`src/sv/ipv4_rx_header_filter_defines.svh`:
```
// Assertion helpers for the IPv4 receive header filter.
`ifndef IPV4_RX_HEADER_FILTER_DEFINES_SVH
`define IPV4_RX_HEADER_FILTER_DEFINES_SVH

// Same-cycle implication, disabled while reset is asserted (active low).
`define IPV4F_ASSERT_SAME(lbl, clk, rst_n, ante, cons) \
    lbl: assert property (@(posedge clk) disable iff (!(rst_n)) (ante) |-> (cons)) \
        else $error("ipv4 filter: same-cycle check failed");

// Next-cycle implication, disabled while reset is asserted (active low).
`define IPV4F_ASSERT_NEXT(lbl, clk, rst_n, ante, cons) \
    lbl: assert property (@(posedge clk) disable iff (!(rst_n)) (ante) |=> (cons)) \
        else $error("ipv4 filter: next-cycle check failed");

`endif

```
`src/sv/ipv4f_pkg.sv`:
```
`timescale 1ns / 1ps

package ipv4f_pkg;

    localparam int CFG_DATA_W  = 32;
    localparam int CFG_INDEX_W = 2;

    // Configuration register indexes
    localparam logic [CFG_INDEX_W-1:0] CFG_LOCAL_ADDRESS = 2'd0;
    localparam logic [CFG_INDEX_W-1:0] CFG_UDP_ENABLED   = 2'd1;
    localparam logic [CFG_INDEX_W-1:0] CFG_TCP_ENABLED   = 2'd2;

    // Verdict codes
    localparam logic [2:0] VERDICT_ICMP      = 3'd0;
    localparam logic [2:0] VERDICT_UDP       = 3'd1;
    localparam logic [2:0] VERDICT_TCP       = 3'd2;
    localparam logic [2:0] VERDICT_BAD_CSUM  = 3'd3;
    localparam logic [2:0] VERDICT_WRONG_DST = 3'd4;
    localparam logic [2:0] VERDICT_FRAGMENT  = 3'd5;
    localparam logic [2:0] VERDICT_UNKNOWN   = 3'd6;
    localparam logic [2:0] VERDICT_MALFORMED = 3'd7;

    // Protocol numbers
    localparam logic [7:0] PROTO_ICMP = 8'd1;
    localparam logic [7:0] PROTO_TCP  = 8'd6;
    localparam logic [7:0] PROTO_UDP  = 8'd17;

    localparam logic [3:0]  IHL_MASK_MIN  = 4'd5;      // smallest legal IHL
    localparam logic [5:0]  HDR_LEN_MIN   = 6'd20;
    localparam logic [15:0] CSUM_GOOD     = 16'hffff;
    localparam logic [15:0] FLAG_MF       = 16'h2000;
    localparam logic [15:0] FRAG_OFS_MASK = 16'h1fff;

    typedef struct packed {
        logic [7:0] header_byte;
        logic       first_byte;
    } t_in_item;

    typedef struct packed {
        logic [2:0] verdict;
        logic [7:0] protocol_number;
        logic [5:0] header_length;
    } t_out_item;

    typedef struct packed {
        logic [31:0] local_address;
        logic        udp_enabled;
        logic        tcp_enabled;
    } t_cfg;

endpackage

```
`src/sv/ipv4f_cfg_regs.sv`:
```
`timescale 1ns / 1ps

module ipv4f_cfg_regs import ipv4f_pkg::*; (
    input  logic                   i_clk,
    input  logic                   i_rst_n,
    input  logic                   i_cfg_wr_en,
    input  logic [CFG_INDEX_W-1:0] i_cfg_index,
    input  logic [CFG_DATA_W-1:0]  i_cfg_data,
    output t_cfg                   o_cfg
);

    t_cfg r_cfg;

    always_ff @(posedge i_clk) begin
        if (!i_rst_n) begin
            r_cfg <= '0;
        end else if (i_cfg_wr_en) begin
            unique case (i_cfg_index)
                CFG_LOCAL_ADDRESS: r_cfg.local_address <= i_cfg_data;
                CFG_UDP_ENABLED:   r_cfg.udp_enabled   <= i_cfg_data[0];
                CFG_TCP_ENABLED:   r_cfg.tcp_enabled   <= i_cfg_data[0];
                default: ;  // unused index, write dropped
            endcase
        end
    end

    assign o_cfg = r_cfg;

endmodule

```
`src/sv/ipv4f_parser.sv`:
```
`timescale 1ns / 1ps

module ipv4f_parser import ipv4f_pkg::*; (
    input  logic      i_clk,
    input  logic      i_rst_n,
    input  t_cfg      i_cfg,
    input  logic      i_step,
    input  t_in_item  i_item,
    output logic      o_result_valid,
    output t_out_item o_result
);

    logic        r_active;
    logic [5:0]  r_pos;
    logic [3:0]  r_words;
    logic [15:0] r_sum;
    logic [7:0]  r_pend;
    logic [31:0] r_dst;
    logic [15:0] r_frag;
    logic [7:0]  r_proto;

    logic        n_active;
    logic [5:0]  n_pos;
    logic [3:0]  n_words;
    logic [15:0] n_sum;
    logic [7:0]  n_pend;
    logic [31:0] n_dst;
    logic [15:0] n_frag;
    logic [7:0]  n_proto;

    // header fields as seen by this byte (cleared on a first byte)
    logic [5:0]  c_pos;
    logic [15:0] c_sum;
    logic [7:0]  c_pend;
    logic [31:0] c_dst;
    logic [15:0] c_frag;
    logic [7:0]  c_proto;

    logic [3:0]  ihl;
    logic [16:0] sum_raw;
    logic [15:0] sum_fold;
    logic [5:0]  total;
    logic        last;
    logic [2:0]  verdict;

    assign ihl   = i_item.header_byte[3:0];
    assign c_pos   = i_item.first_byte ? '0 : r_pos;
    assign c_sum   = i_item.first_byte ? '0 : r_sum;
    assign c_pend  = i_item.first_byte ? '0 : r_pend;
    assign c_dst   = i_item.first_byte ? '0 : r_dst;
    assign c_frag  = i_item.first_byte ? '0 : r_frag;
    assign c_proto = i_item.first_byte ? '0 : r_proto;
    assign n_words = i_item.first_byte ? ihl : r_words;

    // end-around carry; a second carry cannot occur
    assign sum_raw  = {1'b0, c_sum} + {1'b0, c_pend, i_item.header_byte};
    assign sum_fold = sum_raw[15:0] + {15'd0, sum_raw[16]};

    assign total = {n_words, 2'b00};
    assign last  = ({1'b0, c_pos} + 7'd1) >= {1'b0, total};

    always_comb begin
        n_sum   = c_pos[0] ? sum_fold : c_sum;
        n_pend  = c_pos[0] ? c_pend : i_item.header_byte;
        n_frag  = c_frag;
        n_proto = c_proto;
        n_dst   = c_dst;
        if (c_pos == 6'd6) begin
            n_frag = {i_item.header_byte, c_frag[7:0]};
        end else if (c_pos == 6'd7) begin
            n_frag = {c_frag[15:8], i_item.header_byte};
        end else if (c_pos == 6'd9) begin
            n_proto = i_item.header_byte;
        end else if (c_pos[5:2] == 4'b0100) begin
            n_dst = {c_dst[23:0], i_item.header_byte};
        end
    end

    always_comb begin
        priority if (n_sum != CSUM_GOOD) begin
            verdict = VERDICT_BAD_CSUM;
        end else if (n_dst != i_cfg.local_address) begin
            verdict = VERDICT_WRONG_DST;
        end else if ((n_frag & (FLAG_MF | FRAG_OFS_MASK)) != '0) begin
            verdict = VERDICT_FRAGMENT;
        end else if (n_proto == PROTO_ICMP) begin
            verdict = VERDICT_ICMP;
        end else if (n_proto == PROTO_UDP && i_cfg.udp_enabled) begin
            verdict = VERDICT_UDP;
        end else if (n_proto == PROTO_TCP && i_cfg.tcp_enabled) begin
            verdict = VERDICT_TCP;
        end else begin
            verdict = VERDICT_UNKNOWN;
        end
    end

    always_comb begin
        n_active       = r_active;
        n_pos          = r_pos;
        o_result_valid = 1'b0;
        o_result       = '{verdict: verdict, protocol_number: n_proto, header_length: total};
        if (i_item.first_byte && ihl < IHL_MASK_MIN) begin
            n_active       = 1'b0;
            o_result_valid = 1'b1;
            o_result       = '{verdict: VERDICT_MALFORMED, protocol_number: 8'd0,
                               header_length: total};
        end else if (i_item.first_byte || r_active) begin
            if (last) begin
                n_active       = 1'b0;
                n_pos          = '0;
                o_result_valid = 1'b1;
            end else begin
                n_active = 1'b1;
                n_pos    = c_pos + 6'd1;
            end
        end
    end

    always_ff @(posedge i_clk) begin
        if (!i_rst_n) begin
            r_active <= 1'b0;
        end else if (i_step) begin
            r_active <= n_active;
        end
    end

    // header payload state, only read while a header is active
    always_ff @(posedge i_clk) begin
        if (i_step && (i_item.first_byte || r_active)) begin
            r_pos   <= n_pos;
            r_words <= n_words;
            r_sum   <= n_sum;
            r_pend  <= n_pend;
            r_dst   <= n_dst;
            r_frag  <= n_frag;
            r_proto <= n_proto;
        end
    end

endmodule

```
`src/sv/ipv4_rx_header_filter.sv`:
```
`timescale 1ns / 1ps
// Channel   Dir  Handshake                  Payload
// in        in   i_in_valid / o_in_ready    i_in_item   (header_byte, first_byte)
// out       out  o_out_valid / i_out_ready  o_out_item  (verdict, protocol_number,
//                                                        header_length)
// cfg       in   i_cfg_wr_en                i_cfg_index, i_cfg_data
//
// One header byte per cycle is accepted while the output is not stalled. A byte
// waits in the input register, and its verdict, if any, lands in the output
// register when the byte steps into the parser.
// The parser state (running sum, captured fields) advances once per byte.
// Synchronous active-low reset clears control state and the config registers.
// A stalled output holds the input register; input keeps flowing while the
// output register is free or being drained.
`include "ipv4_rx_header_filter_defines.svh"

module ipv4_rx_header_filter import ipv4f_pkg::*; (
    input  logic                   i_clk,
    input  logic                   i_rst_n,
    // input byte stream
    input  logic                   i_in_valid,
    output logic                   o_in_ready,
    input  t_in_item               i_in_item,
    // verdict stream
    output logic                   o_out_valid,
    input  logic                   i_out_ready,
    output t_out_item              o_out_item,
    // configuration writes
    input  logic                   i_cfg_wr_en,
    input  logic [CFG_INDEX_W-1:0] i_cfg_index,
    input  logic [CFG_DATA_W-1:0]  i_cfg_data
);

    t_cfg      w_cfg;
    logic      r_in_valid;
    t_in_item  r_in_item;
    logic      r_out_valid;
    t_out_item r_out_item;
    logic      w_step;          // input register hands its byte to the parser
    logic      w_res_valid;
    t_out_item w_result;

    ipv4f_cfg_regs u_cfg (
        .i_clk       (i_clk),
        .i_rst_n     (i_rst_n),
        .i_cfg_wr_en (i_cfg_wr_en),
        .i_cfg_index (i_cfg_index),
        .i_cfg_data  (i_cfg_data),
        .o_cfg       (w_cfg)
    );

    // Byte advances when the output register is empty or drains this cycle.
    assign w_step     = r_in_valid && (!r_out_valid || i_out_ready);
    assign o_in_ready = !r_in_valid || w_step;

    always_ff @(posedge i_clk) begin
        if (!i_rst_n) begin
            r_in_valid <= 1'b0;
        end else if (o_in_ready) begin
            r_in_valid <= i_in_valid;
        end
    end

    always_ff @(posedge i_clk) begin
        if (o_in_ready && i_in_valid) begin
            r_in_item <= i_in_item;
        end
    end

    ipv4f_parser u_parser (
        .i_clk          (i_clk),
        .i_rst_n        (i_rst_n),
        .i_cfg          (w_cfg),
        .i_step         (w_step),
        .i_item         (r_in_item),
        .o_result_valid (w_res_valid),
        .o_result       (w_result)
    );

    // Output register: loads a verdict, or empties once the transfer completes.
    always_ff @(posedge i_clk) begin
        if (!i_rst_n) begin
            r_out_valid <= 1'b0;
        end else if (w_step && w_res_valid) begin
            r_out_valid <= 1'b1;
        end else if (i_out_ready) begin
            r_out_valid <= 1'b0;
        end
    end

    always_ff @(posedge i_clk) begin
        if (w_step && w_res_valid) begin
            r_out_item <= w_result;
        end
    end

    assign o_out_valid = r_out_valid;
    assign o_out_item  = r_out_item;

    // No verdict appears without a parser step.
    `IPV4F_ASSERT_NEXT(a_no_spurious_out, i_clk, i_rst_n, !w_step && !r_out_valid, !r_out_valid)
    // A held byte stays in the input register unchanged.
    `IPV4F_ASSERT_NEXT(a_in_hold, i_clk, i_rst_n, r_in_valid && !w_step,
                       r_in_valid && $stable(r_in_item))
    // Malformed headers report protocol zero and a short length.
    `IPV4F_ASSERT_SAME(a_malformed_fields, i_clk, i_rst_n,
                       r_out_valid && r_out_item.verdict == VERDICT_MALFORMED,
                       r_out_item.protocol_number == 8'd0 &&
                       r_out_item.header_length < HDR_LEN_MIN)
    // Every other verdict comes from a full-length header.
    `IPV4F_ASSERT_SAME(a_full_length, i_clk, i_rst_n,
                       r_out_valid && r_out_item.verdict != VERDICT_MALFORMED,
                       r_out_item.header_length >= HDR_LEN_MIN)

endmodule

```
`config.mk`:
```
export PLATFORM = sky130hd
export DESIGN_NAME = ipv4_rx_header_filter
export DESIGN_NICKNAME = d
export VERILOG_FILES = /design/src/sv/ipv4f_pkg.sv /design/src/sv/ipv4f_cfg_regs.sv /design/src/sv/ipv4f_parser.sv /design/src/sv/ipv4_rx_header_filter.sv
export VERILOG_INCLUDE_DIRS = /design/src /design/src/sv
export SDC_FILE = /design/constraint.sdc
export NUM_CORES = 1
export LEC_CHECK = 0
export BUFFER_PORTS_ARGS = -buffer_cell sky130_fd_sc_hd__buf_2
export CORE_UTILIZATION = 57
export CTS_BUF_LIST = sky130_fd_sc_hd__clkbuf_8
export DETAILED_ROUTE_END_ITERATION = 8
export PLACE_DENSITY = 0.79
export SYNTH_ARGS = -nofsm -noshare
export SYNTH_HDL_FRONTEND = slang
export SYNTH_SLANG_ARGS = --single-unit
```
`constraint.sdc`:
```
create_clock -name i_clk -period 5.6 [get_ports i_clk]
set_clock_uncertainty 0.1 [all_clocks]
set_input_delay 1.12 -clock i_clk [delete_from_list [all_inputs] [get_ports i_clk]]
set_output_delay 1.12 -clock i_clk [all_outputs]
set_load 0.03 [all_outputs]
```
==> metrics.txt <==
Layout Utilization=0.639; relative slew slack=0.509; CP max-delay cell=edfxtp_1; sequential fraction of design power=0.528; area grow syn2layout=9.82%; Worst-Margin Slew=736 ps; die height=124 um; RePlAce Congestion=0.898; total grt overflow=0; final net count=969; part of the power in combinational logic=0.125; Pre-antenna DRT Iters=8; CTS tree=built; Port Buffer Count=64; vias in the first global route=5976; fillcell total=1187; worst hold stages=2; status=completed; register area=4100 um2; worst-path fanout max=21; Tmin final=5130 ps; dominant synthesized flop cell=edfxtp_1; CTS Hold Bufs=0; sw frac=0.261; Site Rows=44; area of the die=15300 um2; critical path data required time=5670 ps; crit-path cells=buf_4 -> nor2b_1 -> ha_1 -> a21o_1 -> maj3_1 -> a31o_2 -> o21a_1 -> o21ai_0 -> a21oi_1 -> o21ai_0 -> nand2b_1 -> ha_1 -> ha_1 -> nand2_1 -> nor3_1 -> nand4_1 -> nor2_1 -> xor2_1 -> a211o_1 -> and4bb_1 -> o2111a_1 -> o2111ai_1; average size of a mapped cell=9.92 um2; via/cell ratio=5.83; post-synth cell types=84; post-cts sizing count=0; CTS Buf Count=17; antenna-violating nets left=0; Post-CTS Repair Setup Buffers=0; drt total wl=18600 um; Cell Pwr Density=259 nW/um2; Starting Density=0.582; setup repair after global routing missed its margin=no; R2R cell count=22; Clk Latency, worst-skew pair=450 ps; ys async rst share=0; Residual DRC=0; crit path launch type=flip-flop; count of state elements after synthesis=149; worst vdd ir=0.191 mV; final setup violation count=0; Via Count=6402; max_cap viols=0; Post-synth EDFFs=112; final count of hold timing violations=0; H-tree depth=4; root buf cell=clkbuf_8; critical path class=flip-flop to flip-flop; placed inst area=8860 um2; largest cells by area after synthesis=edfxtp_1 (40%), dfxtp_1 (8.8%), nand2_1 (8.0%); CP endpoint kind=flip-flop; initial antenna violation count=0; largest net degree at the start of global routing=51; Hold Slack=376 ps; Iter 0 DRT Violations=588; cells after synthesis=849; Seq/Total Area, Yosys=0.487; Die Wd=124 um; synthesized area=8430 um2; Total GRT Usage=0.261; first-pass GRT wire length=29900 um; Crit path top cell by count=ha_1; Critical Path AT=5200 ps; Pins Over Slew Limit=0; Top Ports=67; WL per Instance=16.9 um; dpl hpwl=13300 um; Internal=0.00177 W; Largest stage delay, worst path=460 ps; worst min path class=flip-flop to flip-flop; CTS sink count=149; final setup TNS=0 ps; Leak=3.63 nW; clock network fraction of total power=0.347; commonest cells in the netlist=nand2_1 (179), edfxtp_1 (112), nor2_1 (48); Synth warnings=0; Tcrit/Tclk final=0.915; maximum root-to-sink buffer count=2; post-synth top area cell=edfxtp_1; post-synth top area share=0.399; core area=14500 um2; Clock transition at path regs=80 ps; net switching power=0.000625 W; most common cell in the netlist=nand2_1; fmax=195 MHz; Antenna Cells=0; layout cells sized above 1=0.156; post-route cell area=9250 um2; Multi-input gate area=3990 um2
==> state kept, by name, indices dropped and copies added, names as in the netlist <==
| register | flops |
|---|---|
| u_parser.r_sum | 16 |
| u_parser.r_frag | 14 |
| u_parser.r_dst | 32 |
| r_in_item | 9 |
| u_parser.r_words | 4 |
| u_parser.r_pend | 8 |
| u_cfg.o_cfg | 34 |
| o_out_item | 15 |
| o_out_valid | 1 |
| u_parser.r_active | 1 |
| u_parser.r_pos | 6 |
| r_in_valid | 1 |
| u_parser.r_proto | 8 |
==> path summary, 6_finish.rpt <==
path	from	end	slack, ps
max reg2reg	r_in_item[0]	o_out_item[14]	470
min reg2reg	u_cfg.o_cfg[15]	u_cfg.o_cfg[15]	380
max	r_in_item[0]	o_out_item[14]	470
min	u_cfg.o_cfg[15]	u_cfg.o_cfg[15]	380
==> critical path, delay by kind of cell, from the launching register on <==
kind,cells,cell delay [ps]
adder cells (fa/ha/maj),4,1170
AO/OA/AOI/OAI,9,1850
flip-flops,1,460
AND/OR/NAND/NOR,7,820
buffers and inverters,1,300
XOR/XNOR,1,150
==> logic make-up after synthesis <==
logic type	Yosys count	share of synthesized area
multiplexers	19	0.0227
adder cells (fa/ha/maj)	23	0.0346
other	1	0.000445
flip-flops	149	0.487
AO/OA/AOI/OAI	172	0.142
AND/OR/NAND/NOR	342	0.197
XOR/XNOR	69	0.0759
buffers and inverters	74	0.0401
==> layout make-up <==
class / count / area share
Multi-Input combinational cell: 627 / 0.432
Clock buffer: 19 / 0.0283
Clock inverter: 13 / 0.0137
Inverter: 26 / 0.0105
Timing Repair Buffer: 80 / 0.0476
Tap cell: 184 / 0.0249
Sequential cell: 149 / 0.444
==> cells in the final DEF, fill, tap and decap left out, types with 5 or more instances in the layout <==
cell type / instances
nand2_1: 179
nand4_1: 10
xor2_1: 33
xnor2_1: 33
inv_4: 5
nor2b_1: 25
clkbuf_8: 19
mux2i_1: 18
nor3_1: 7
a31o_2: 7
a21oi_1: 38
dfxtp_1: 37
buf_2: 64
a21boi_0: 35
nor2_1: 48
buf_4: 16
and2_1: 7
edfxtp_1: 112
nand3_1: 15
o211ai_1: 7
ha_1: 19
o21a_1: 7
o21ai_0: 33
nor4_1: 11
nand3b_1: 5
inv_1: 24
==> per-stage QoR <==
step,cells,total power (W),setup slack [ps]
after global placement,1066,0.00158,700
after floorplan,850,0.00150,2.33
final,1098,0.00239,474
after detailed placement,1066,0.00158,563
after global routing,1098,0.00248,81.5
after CTS,1098,0.00241,484
==> layer usage <==
layer / routed length (um) / global-route usage
met1: 8090 / 0.341
met5: 0 / 0
met2: 8560 / 0.403
met3: 1190 / 0.0600
met4: 748 / 0.142
==> power by group through the flow <==
stage               registers (W)  logic, W  clock network (W)
finish                    0.00126  0.000300           0.000829
global route              0.00127  0.000332           0.000882
CTS                       0.00126  0.000299           0.000843
detailed placement        0.00129  0.000296                  0
global placement          0.00129  0.000290                  0
floorplan                 0.00128  0.000225                  0
Power figures use the tool's default switching activity.
